File: src/rtl/core/alpha_unblend_pixel_defines.svh
// assertion macros used by the alpha unblend pixel pipeline control
`ifndef ALPHA_UNBLEND_PIXEL_DEFINES_SVH
`define ALPHA_UNBLEND_PIXEL_DEFINES_SVH

// clocked check, off while reset is asserted
`define AUP_ASSERT(lbl, clk, rst_n, prop, msg) \
    lbl: assert property (@(posedge clk) disable iff (!rst_n) prop) else $error(msg);

// clocked check that also runs through reset
`define AUP_ASSERT_NR(lbl, clk, prop, msg) \
    lbl: assert property (@(posedge clk) prop) else $error(msg);

`endif

File: src/rtl/core/aup_pkg.sv
// shared types and constants for the alpha unblend pixel block
`timescale 1ns / 1ps

package aup_pkg;

    localparam int NUM_LANES = 3;
    localparam int PIX_W     = 8;
    localparam int QUOT_W    = 8;
    localparam int DIV_STEPS = QUOT_W;

    // pipeline stage numbers
    localparam int STG_CAPTURE = 0;
    localparam int STG_PRODUCT = 1;
    localparam int STG_PREP    = 2;
    localparam int STG_DIV0    = 3;
    localparam int STG_MERGE   = STG_DIV0 + DIV_STEPS;
    localparam int PIPE_DEPTH  = STG_MERGE + 1;
    localparam int INFL_W      = $clog2(PIPE_DEPTH + 1);

    // configuration register indexes
    localparam int CFG_IDX_W = 1;
    localparam logic [CFG_IDX_W-1:0] CFG_IDX_LEVEL = 1'b0;
    localparam logic [CFG_IDX_W-1:0] CFG_IDX_MODE  = 1'b1;

    localparam logic MODE_UNBLEND = 1'b0;
    localparam logic MODE_BLEND   = 1'b1;

    localparam logic [PIX_W-1:0] LEVEL_RESET   = 8'd255;
    localparam logic [PIX_W-1:0] NEAR_CODE_MIN = 8'd253;

    typedef enum logic [1:0] {
        KIND_PASS,
        KIND_NEAR,
        KIND_DIV
    } t_kind;

    typedef struct packed {
        logic [PIPE_DEPTH-1:0] en;
        logic [PIPE_DEPTH-1:0] valid;
    } t_pipe_ctl;

endpackage

File: src/rtl/core/aup_if.sv
// handshake channels of the alpha unblend pixel block
`timescale 1ns / 1ps

interface aup_pix_in_if;
    logic       valid;
    logic       ready;
    logic [7:0] pixel_red;
    logic [7:0] pixel_green;
    logic [7:0] pixel_blue;
    logic [7:0] opacity_code;

    modport source (output valid, pixel_red, pixel_green, pixel_blue, opacity_code,
                    input ready);
    modport sink (input valid, pixel_red, pixel_green, pixel_blue, opacity_code,
                  output ready);
endinterface

interface aup_pix_out_if;
    logic       valid;
    logic       ready;
    logic [7:0] out_red;
    logic [7:0] out_green;
    logic [7:0] out_blue;

    modport source (output valid, out_red, out_green, out_blue, input ready);
    modport sink (input valid, out_red, out_green, out_blue, output ready);
endinterface

interface aup_cfg_if;
    logic                           valid;
    logic                           ready;
    logic [aup_pkg::CFG_IDX_W-1:0]  index;
    logic [7:0]                     data;

    modport source (output valid, index, data, input ready);
    modport sink (input valid, index, data, output ready);
endinterface

File: src/rtl/core/aup_cfg_regs.sv
// configuration registers: overlay level and blend mode
`timescale 1ns / 1ps

module aup_cfg_regs (
    input  logic            i_clk,
    input  logic            i_rst_n,
    aup_cfg_if.sink         i_cfg,
    output logic [7:0]      o_level,
    output logic            o_mode
);

    logic [7:0] r_level;
    logic       r_mode;

    assign i_cfg.ready = 1'b1;

    always_ff @(posedge i_clk) begin
        if (!i_rst_n) begin
            r_level <= aup_pkg::LEVEL_RESET;
            r_mode  <= aup_pkg::MODE_UNBLEND;
        end else if (i_cfg.valid) begin
            case (i_cfg.index)
                aup_pkg::CFG_IDX_LEVEL: begin
                    r_level <= i_cfg.data;
                end
                aup_pkg::CFG_IDX_MODE: begin
                    r_mode <= i_cfg.data[0];
                end
                default: begin
                end
            endcase
        end
    end

    assign o_level = r_level;
    assign o_mode  = r_mode;

endmodule

File: src/rtl/core/aup_pipe_ctrl.sv
// stage valid tracking and per-stage load enables for the lane pipeline
`timescale 1ns / 1ps
`include "alpha_unblend_pixel_defines.svh"

module aup_pipe_ctrl (
    input  logic                i_clk,
    input  logic                i_rst_n,
    input  logic                i_in_valid,
    input  logic                i_out_ready,
    output logic                o_in_ready,
    output aup_pkg::t_pipe_ctl  o_ctl
);

    localparam int DEPTH = aup_pkg::PIPE_DEPTH;
    localparam int CNT_W = aup_pkg::INFL_W;

    logic [DEPTH-1:0] r_v;
    logic [DEPTH-1:0] n_v;
    logic [DEPTH-1:0] w_en;
    logic [DEPTH:0]   w_rdy;
    logic [CNT_W-1:0] r_inflight;
    logic [CNT_W-1:0] n_inflight;
    logic             w_in_acc;
    logic             w_out_acc;

    // a stage can load when it is empty or its content moves on
    always_comb begin
        w_rdy[DEPTH] = i_out_ready;
        for (int k = DEPTH - 1; k >= 0; k--) begin
            w_rdy[k] = !r_v[k] || w_rdy[k+1];
        end
        w_en[0] = w_rdy[0] && i_in_valid;
        for (int k = 1; k < DEPTH; k++) begin
            w_en[k] = w_rdy[k] && r_v[k-1];
        end
        for (int k = 0; k < DEPTH; k++) begin
            n_v[k] = w_en[k] || (r_v[k] && !w_rdy[k+1]);
        end
    end

    assign w_in_acc   = w_en[0];
    assign w_out_acc  = r_v[DEPTH-1] && i_out_ready;
    assign n_inflight = r_inflight + CNT_W'(w_in_acc) - CNT_W'(w_out_acc);

    always_ff @(posedge i_clk) begin
        if (!i_rst_n) begin
            r_v        <= '0;
            r_inflight <= '0;
        end else begin
            r_v        <= n_v;
            r_inflight <= n_inflight;
        end
    end

    assign o_in_ready = w_rdy[0];
    assign o_ctl.en    = w_en;
    assign o_ctl.valid = r_v;

    `AUP_ASSERT(a_occupancy, i_clk, i_rst_n, $countones(r_v) == int'(r_inflight), "stage valids disagree with beats in flight")
    `AUP_ASSERT(a_block_only_full, i_clk, i_rst_n, !w_rdy[0] |-> (&r_v), "input blocked with a bubble in the pipeline")
    `AUP_ASSERT_NR(a_reset_empty, i_clk, !i_rst_n |=> ((r_v == '0) && (r_inflight == '0)), "pipeline not empty after reset")

endmodule

File: src/rtl/core/aup_lane.sv
// one color channel: product, range handling and an 8-stage restoring divider
`timescale 1ns / 1ps

module aup_lane (
    input  logic                i_clk,
    input  aup_pkg::t_pipe_ctl  i_ctl,
    input  logic [7:0]          i_pixel,
    input  logic [7:0]          i_code,
    input  logic [7:0]          i_level,
    input  logic                i_mode,
    output logic [7:0]          o_quot,
    output logic [7:0]          o_alt,
    output logic                o_use_div
);

    localparam int STEPS = aup_pkg::DIV_STEPS;
    localparam int QW    = aup_pkg::QUOT_W;

    // capture stage
    logic [7:0] r_p0;
    logic [7:0] r_a0;
    logic [7:0] r_l0;
    logic       r_m0;

    // product stage
    logic signed [9:0]  w_x;
    logic signed [18:0] w_prod;
    logic        [17:0] w_p255;
    logic signed [17:0] w_num;
    logic        [15:0] w_near_u;
    logic        [8:0]  w_den;
    aup_pkg::t_kind     w_kind;

    logic signed [17:0] r_num1;
    logic signed [15:0] r_near1;
    logic        [7:0]  r_p1;
    logic        [8:0]  r_den1;
    aup_pkg::t_kind     r_kind1;

    // prep stage
    logic [16:0] w_n2;
    logic [16:0] w_lim;
    logic [7:0]  w_alt;
    logic        w_use;

    // divider stages
    logic [16:0]   r_rem [STEPS];
    logic [8:0]    r_den [STEPS];
    logic [QW-1:0] r_q   [STEPS+1];
    logic [7:0]    r_alt [STEPS+1];
    logic          r_use [STEPS+1];
    logic [16:0]   w_shift [STEPS];
    logic          w_ge    [STEPS];
    logic [16:0]   w_rem_n [STEPS];

    always_ff @(posedge i_clk) begin
        if (i_ctl.en[aup_pkg::STG_CAPTURE]) begin
            r_p0 <= i_pixel;
            r_a0 <= i_code;
            r_l0 <= i_level;
            r_m0 <= i_mode;
        end
    end

    // num = 255*p + a*x, x = L-p in blend mode and -L in unblend mode
    always_comb begin
        if (r_m0 == aup_pkg::MODE_BLEND) begin
            w_x = $signed({2'b00, r_l0}) - $signed({2'b00, r_p0});
        end else begin
            w_x = -$signed({2'b00, r_l0});
        end
        w_prod   = $signed({1'b0, r_a0}) * w_x;
        w_p255   = {2'b00, r_p0, 8'h00} - {10'b0, r_p0};
        w_num    = $signed(w_p255) + $signed(w_prod[17:0]);
        w_near_u = 16'(r_p0) * 16'd100 - 16'(r_l0) * 16'd99;
        if (r_m0 == aup_pkg::MODE_BLEND) begin
            w_den = 9'd510;
        end else begin
            w_den = {8'd255 - r_a0, 1'b0};
        end
        if (r_a0 == 8'd0) begin
            w_kind = aup_pkg::KIND_PASS;
        end else if ((r_m0 == aup_pkg::MODE_UNBLEND) && (r_a0 >= aup_pkg::NEAR_CODE_MIN)) begin
            w_kind = aup_pkg::KIND_NEAR;
        end else begin
            w_kind = aup_pkg::KIND_DIV;
        end
    end

    always_ff @(posedge i_clk) begin
        if (i_ctl.en[aup_pkg::STG_PRODUCT]) begin
            r_num1  <= w_num;
            r_near1 <= $signed(w_near_u);
            r_p1    <= r_p0;
            r_den1  <= w_den;
            r_kind1 <= w_kind;
        end
    end

    // rounded dividend 2*num + den/2, saturation test against 256*den
    always_comb begin
        w_n2  = {r_num1[15:0], 1'b0} + {9'b0, r_den1[8:1]};
        w_lim = {r_den1, 8'h00};
        w_alt = 8'h00;
        w_use = 1'b0;
        case (r_kind1)
            aup_pkg::KIND_PASS: begin
                w_alt = r_p1;
            end
            aup_pkg::KIND_NEAR: begin
                if (r_near1 < 16'sd0) begin
                    w_alt = 8'h00;
                end else if (r_near1 > 16'sd255) begin
                    w_alt = 8'hFF;
                end else begin
                    w_alt = r_near1[7:0];
                end
            end
            aup_pkg::KIND_DIV: begin
                if (r_num1 <= 18'sd0) begin
                    w_alt = 8'h00;
                end else if (w_n2 >= w_lim) begin
                    w_alt = 8'hFF;
                end else begin
                    w_use = 1'b1;
                end
            end
            default: begin
                w_alt = 8'h00;
            end
        endcase
    end

    // one quotient bit per stage, msb first
    always_comb begin
        for (int j = 0; j < STEPS; j++) begin
            w_shift[j] = {8'b0, r_den[j]} << (STEPS - 1 - j);
            w_ge[j]    = r_rem[j] >= w_shift[j];
            w_rem_n[j] = w_ge[j] ? (r_rem[j] - w_shift[j]) : r_rem[j];
        end
    end

    always_ff @(posedge i_clk) begin
        if (i_ctl.en[aup_pkg::STG_PREP]) begin
            r_rem[0] <= w_n2;
            r_den[0] <= r_den1;
            r_q[0]   <= '0;
            r_alt[0] <= w_alt;
            r_use[0] <= w_use;
        end
        for (int j = 0; j < STEPS; j++) begin
            if (i_ctl.en[aup_pkg::STG_DIV0 + j]) begin
                r_q[j+1]   <= {r_q[j][QW-2:0], w_ge[j]};
                r_alt[j+1] <= r_alt[j];
                r_use[j+1] <= r_use[j];
            end
        end
        for (int j = 1; j < STEPS; j++) begin
            if (i_ctl.en[aup_pkg::STG_DIV0 + j - 1]) begin
                r_rem[j] <= w_rem_n[j-1];
                r_den[j] <= r_den[j-1];
            end
        end
    end

    assign o_quot    = r_q[STEPS];
    assign o_alt     = r_alt[STEPS];
    assign o_use_div = r_use[STEPS];

endmodule

File: src/rtl/core/alpha_unblend_pixel.sv
// top level of the alpha unblend pixel block: lanes, control and output merge
// Removes (unblend) or applies (blend) a constant-level overlay on one RGB pixel per
// beat, with opacity alpha = opacity_code/255 and overlay level L from register 0;
// register 1 selects blend (1) or unblend (0). Unblend gives round((255*p - a*L)/(255-a)),
// codes 253..255 use 100*p - 99*L, blend gives round((a*L + (255-a)*p)/255); results
// saturate to 0..255 and a code of 0 passes the pixel through. Throughput is one pixel
// per clock while the output side does not stall. Each channel runs through a pipeline
// of capture, one multiply stage, a range/rounding stage, an 8-stage restoring divider
// (one quotient bit per stage) and the output merge register. Bubbles collapse, so input
// keeps being taken while a finished pixel waits, until all 12 stages are full.
// Configuration is sampled with each pixel as it enters; the config channel is always
// ready.
`timescale 1ns / 1ps

module alpha_unblend_pixel (
    input  logic            i_clk,
    input  logic            i_rst_n,
    aup_pix_in_if.sink      i_pix,
    aup_pix_out_if.source   o_pix,
    aup_cfg_if.sink         i_cfg
);

    localparam int LANES = aup_pkg::NUM_LANES;

    aup_pkg::t_pipe_ctl w_ctl;
    logic               w_in_ready;
    logic [7:0]         w_level;
    logic               w_mode;

    // per-channel pixel values and lane results
    logic [7:0]       w_pix  [LANES];
    logic [7:0]       w_quot [LANES];
    logic [7:0]       w_alt  [LANES];
    logic [LANES-1:0] w_use;
    logic [7:0]       r_out  [LANES];

    aup_cfg_regs u_cfg (
        .i_clk   (i_clk),
        .i_rst_n (i_rst_n),
        .i_cfg   (i_cfg),
        .o_level (w_level),
        .o_mode  (w_mode)
    );

    // valid per stage, load enables, back-pressure toward the input
    aup_pipe_ctrl u_ctrl (
        .i_clk       (i_clk),
        .i_rst_n     (i_rst_n),
        .i_in_valid  (i_pix.valid),
        .i_out_ready (o_pix.ready),
        .o_in_ready  (w_in_ready),
        .o_ctl       (w_ctl)
    );

    assign i_pix.ready = w_in_ready;

    // lane order is red, green, blue
    assign w_pix[0] = i_pix.pixel_red;
    assign w_pix[1] = i_pix.pixel_green;
    assign w_pix[2] = i_pix.pixel_blue;

    for (genvar c = 0; c < LANES; c++) begin : g_lane
        aup_lane u_lane (
            .i_clk     (i_clk),
            .i_ctl     (w_ctl),
            .i_pixel   (w_pix[c]),
            .i_code    (i_pix.opacity_code),
            .i_level   (w_level),
            .i_mode    (w_mode),
            .o_quot    (w_quot[c]),
            .o_alt     (w_alt[c]),
            .o_use_div (w_use[c])
        );
    end

    // merge: each lane hands over either its quotient or a direct value
    always_ff @(posedge i_clk) begin
        if (w_ctl.en[aup_pkg::STG_MERGE]) begin
            for (int c = 0; c < LANES; c++) begin
                r_out[c] <= w_use[c] ? w_quot[c] : w_alt[c];
            end
        end
    end

    assign o_pix.valid     = w_ctl.valid[aup_pkg::STG_MERGE];
    assign o_pix.out_red   = r_out[0];
    assign o_pix.out_green = r_out[1];
    assign o_pix.out_blue  = r_out[2];

endmodule
File: src/flat_wrapper.sv
// flat-port wrapper written by rule: the top's interface ports become plain ports
module alpha_unblend_pixel_flat 
  (i_clk, i_rst_n, i_pix_valid, i_pix_pixel_red, i_pix_pixel_green, i_pix_pixel_blue, i_pix_opacity_code, i_pix_ready, o_pix_valid, o_pix_out_red, o_pix_out_green, o_pix_out_blue, o_pix_ready, i_cfg_valid, i_cfg_index, i_cfg_data, i_cfg_ready);
  aup_pix_in_if i_pix_i ();
  aup_pix_out_if o_pix_i ();
  aup_cfg_if i_cfg_i ();
  input  logic i_clk;
  input  logic i_rst_n;
  input wire logic [$bits(i_pix_i.valid)-1:0] i_pix_valid;
  input wire logic [$bits(i_pix_i.pixel_red)-1:0] i_pix_pixel_red;
  input wire logic [$bits(i_pix_i.pixel_green)-1:0] i_pix_pixel_green;
  input wire logic [$bits(i_pix_i.pixel_blue)-1:0] i_pix_pixel_blue;
  input wire logic [$bits(i_pix_i.opacity_code)-1:0] i_pix_opacity_code;
  output wire logic [$bits(i_pix_i.ready)-1:0] i_pix_ready;
  output wire logic [$bits(o_pix_i.valid)-1:0] o_pix_valid;
  output wire logic [$bits(o_pix_i.out_red)-1:0] o_pix_out_red;
  output wire logic [$bits(o_pix_i.out_green)-1:0] o_pix_out_green;
  output wire logic [$bits(o_pix_i.out_blue)-1:0] o_pix_out_blue;
  input wire logic [$bits(o_pix_i.ready)-1:0] o_pix_ready;
  input wire logic [$bits(i_cfg_i.valid)-1:0] i_cfg_valid;
  input wire logic [$bits(i_cfg_i.index)-1:0] i_cfg_index;
  input wire logic [$bits(i_cfg_i.data)-1:0] i_cfg_data;
  output wire logic [$bits(i_cfg_i.ready)-1:0] i_cfg_ready;
  assign i_pix_i.valid = i_pix_valid;
  assign i_pix_i.pixel_red = i_pix_pixel_red;
  assign i_pix_i.pixel_green = i_pix_pixel_green;
  assign i_pix_i.pixel_blue = i_pix_pixel_blue;
  assign i_pix_i.opacity_code = i_pix_opacity_code;
  assign i_pix_ready = i_pix_i.ready;
  assign o_pix_valid = o_pix_i.valid;
  assign o_pix_out_red = o_pix_i.out_red;
  assign o_pix_out_green = o_pix_i.out_green;
  assign o_pix_out_blue = o_pix_i.out_blue;
  assign o_pix_i.ready = o_pix_ready;
  assign i_cfg_i.valid = i_cfg_valid;
  assign i_cfg_i.index = i_cfg_index;
  assign i_cfg_i.data = i_cfg_data;
  assign i_cfg_ready = i_cfg_i.ready;
  alpha_unblend_pixel u_core (.i_clk(i_clk), .i_rst_n(i_rst_n), .i_pix(i_pix_i), .o_pix(o_pix_i), .i_cfg(i_cfg_i));
endmodule
File: config.mk
export PLATFORM = sky130hd
export DESIGN_NAME = alpha_unblend_pixel_flat
export DESIGN_NICKNAME = d
export VERILOG_FILES = /design/src/rtl/core/aup_pkg.sv /design/src/rtl/core/aup_if.sv /design/src/rtl/core/aup_cfg_regs.sv /design/src/rtl/core/aup_pipe_ctrl.sv /design/src/rtl/core/aup_lane.sv /design/src/rtl/core/alpha_unblend_pixel.sv /design/src/flat_wrapper.sv
export VERILOG_INCLUDE_DIRS = /design/src /design/src/rtl/core
export SDC_FILE = /design/constraint.sdc
export NUM_CORES = 2
export LEC_CHECK = 0
export CORE_UTILIZATION = 59
export DETAILED_ROUTE_END_ITERATION = 10
export DONT_BUFFER_PORTS = 1
export PLACE_DENSITY = 0.78
export RECOVER_POWER = 100
export SKIP_LAST_GASP = 1
export SYNTH_ARGS = -nofsm -noshare
export SYNTH_HDL_FRONTEND = slang
export SYNTH_SLANG_ARGS = --single-unit
File: constraint.sdc
create_clock -name i_clk -period 10.4 [get_ports i_clk]
set_input_delay 2.08 -clock i_clk [delete_from_list [all_inputs] [get_ports i_clk]]
set_output_delay 2.08 -clock i_clk [all_outputs]
set_load 0.02 [all_outputs]
==> results_dict.tcl <==
set metrics [dict create \
    drc 0 \
    path_clk_slew_ns 0.06 \
    start_util_pct 59.73 \
    port_buffers 0 \
    power.density_mw_per_mm2 277.5 \
    cp_slowest_cell "nor2b_1" \
    fill_cells 7637 \
    crit_chain "nor2b_1 > and3_1 > and3_1 > nand2_1 > nor2_1 > and2_0 > nor2b_1 > clkbuf_1 > clkbuf_2" \
    period_needed_ns 8.704 \
    synth-main-ff-cell "edfxtp_1" \
    grt_pass1_vias 40290 \
    cts_root_buf "clkbuf_16" \
    crit_path_start_kind "input pin" \
    cts_resized 0 \
    r2r_slack_ns 2.10 \
    hp-class "flip-flop to flip-flop" \
    fin_skew_ns 0.06327 \
    gr-max-usage-layer "met2" \
    use_met3_pct 3.722 \
    fin_cells 6726 \
    finalSetupViolCount 0 \
    cap_viol_max_count 21 \
    gr-usage-all-layers_pct 26.42 \
    grt_overflow 0 \
    grt_pass1_wl_um 217900 \
    ys_types 76 \
    violations "capacitance limit, slew limit" \
    synth_cells 5209 \
    vias_per_cell 5.828 \
    dp.cells 6536 \
    grtUsageMet1_pct 31.11 \
    synth.largest_area_cell "edfxtp_1" \
    synth_area_mm2 0.06209 \
    synth_top_area_share_pct 48.17 \
    cts.path.max_buffers 3 \
    num_rows 118 \
    path_buf_inv 2 \
    grt_start_max_net_pins 76 \
    vias 39200 \
    ir_drop_uv 371.3 \
    clock_sinks 1017 \
    p_leak_nw 27.08 \
    cp_top_family "simple AND/OR/NAND/NOR gates" \
    slew_violations 960 \
    die_w_um 326.4 \
    ys_seq_area_share_pct 48.85 \
    wl_per_cell_um 20.67 \
    slowest_delay_ns 2.41 \
    wirelength_um 139000 \
    setup_tns_ns 0 \
    cts-hold-fix-buffers 0 \
    dieArea_mm2 0.1065 \
    drive_gt1_share_pct 4.623 \
    cts_tree "built" \
    synth-seq-cells 1017 \
    synth.most_common_cell "edfxtp_1" \
    avgSynthCellArea_um2 11.92 \
    globalRouteMet2Util_pct 46.90 \
    synth_commonest_cells "edfxtp_1, inv_1, ha_1" \
    dp_hpwl_um 106000 \
    worst_pin_slew_ns 4.081 \
    place_congestion 0.9530 \
    hold_violations 0 \
    critPathArrivalTime_ns 8.97 \
    core_mm2 0.1039 \
    dieHeight_um 326.4 \
    antenna_found_initial 3 \
    ant_nets 0 \
    area_delta_synth_final_pct 8.281 \
    cp.required_ns 10.67 \
    crit_type "input pin to flip-flop" \
    fin_crit_sh_pct 83.69 \
    synth_edf_count 996 \
    synth-warning-count 0 \
    post-cts-setup-buffer-count 0 \
    first_pass_iters 6 \
    clk_latency_ns 0.72 \
    yosys-top-cells-area "edfxtp_1, ha_1, fa_1, inv_1, xnor2_1" \
    rsz0062_at_grt "no" \
    status "complete, but fails checks" \
    ys_async_sr_fraction_pct 0 \
    fin_nets 6159 \
    slew_headroom_pct -174.5 \
    cts_buffers 102 \
    drt_iter0_drc 2646 \
    path_max_fanout 49 \
    pin_count 73 \
    end_kind "flip-flop" \
    htreeDepth 3 \
    fmax_mhz 114.9 \
]
[placed cells by master (no fill, tap or decap), types with 132 or more instances in the layout]
master | synthesis | layout
o21ai_0 | 238 | 249
inv_1 | 588 | 589
nor2_1 | 256 | 256
ha_1 | 582 | 582
nand2_1 | 316 | 316
fa_1 | 271 | 271
xor2_1 | 132 | 132
xnor2_1 | 248 | 248
edfxtp_1 | 996 | 996
a21oi_1 | 296 | 296
[stage by stage]
| stage | power (W) | utilization (%) | hold WS, ns | area, um2 | worst slack, ns |
|---|---|---|---|---|---|
| after CTS | 0.01872 | 64.86 | 0.3746 | 67410 | 2.134 |
| after floorplan | 0.01283 | - | 0.4003 | 62100 | 0.2791 |
| after global routing | 0.02006 | 64.68 | 0.3933 | 67220 | 1.100 |
| after detailed placement | 0.01481 | 61.43 | 0.4045 | 63850 | 2.168 |
| final | 0.01865 | 64.68 | 0.3837 | 67230 | 1.696 |
| after global placement | 0.01446 | 61.43 | 0.4008 | 63850 | 2.374 |
[cell families after synthesis]
group	after synthesis	synth area share, %
AND/OR/NAND/NOR	1254	10.21
buffers and inverters	681	4.143
other	1	0.006040
multiplexers	121	2.086
XOR/XNOR	380	5.361
AO/OA/AOI/OAI	902	8.879
flip-flops	1017	48.85
adder cells (fa/ha/maj)	853	20.47
[path summary, 6_finish.rpt]
kind | endpoint | cells after the start | from
setup / recovery | u_core.g_lane[0].u_lane.r_num1[9] | 9 | o_pix_ready
hold / removal | u_core.g_lane[0].u_lane.r_q[7][6] | 0 | u_core.g_lane[0].u_lane.r_q[6][5]
setup reg to reg | u_core.g_lane[0].u_lane.r_num1[17] | 26 | u_core.g_lane[0].u_lane.r_l0[0]
hold reg to reg | u_core.g_lane[0].u_lane.r_q[7][6] | 0 | u_core.g_lane[0].u_lane.r_q[6][5]
[report_power, final]
group          internal [W]  switching (W)  leakage [nW]
sequential          0.00534       0.000199          9.21
clock               0.00225        0.00162          1.71
combinational       0.00415        0.00509          16.2
[per-layer routing]
layer	routed length (um)	vias to the layer above
li1	-	18600
met3	7390	383
met2	69820	1236
met4	7990	0
met5	0	-
met1	53840	18980
[flip-flops by register name (all words and copies together) (netlist names), 8 cells and up]
signal                        cells
u_core.g_lane.u_lane.r_rem      392
u_core.g_lane.u_lane.r_alt      216
u_core.g_lane.u_lane.r_q        108
u_core.g_lane.u_lane.r_den       56
u_core.g_lane.u_lane.r_num1      54
u_core.g_lane.u_lane.r_near1     44
u_core.g_lane.u_lane.r_use       27
u_core.g_lane.u_lane.r_p0        24
u_core.g_lane.u_lane.r_p1        24
u_core.r_out                     24
u_core.u_ctrl.r_v                12
u_core.g_lane.u_lane.r_a0         8
u_core.g_lane.u_lane.r_l0         8
u_core.g_lane.u_lane.r_den1       8
u_core.u_cfg.o_level              8
[area by class of cell]
class,count,area (um2),area share (%)
Clock buffer,123,2631,3.914
Sequential cell,1017,30330,45.11
Multi-Input combinational cell,3514,29200,43.44
Antenna cell,3,7.507,0.01117
Inverter,590,2215,3.294
Tap cell,1380,1727,2.568
Clock inverter,64,933.4,1.388
Timing Repair Buffer,35,181.4,0.2699
Note: power is estimated with default switching activity, not from simulation.
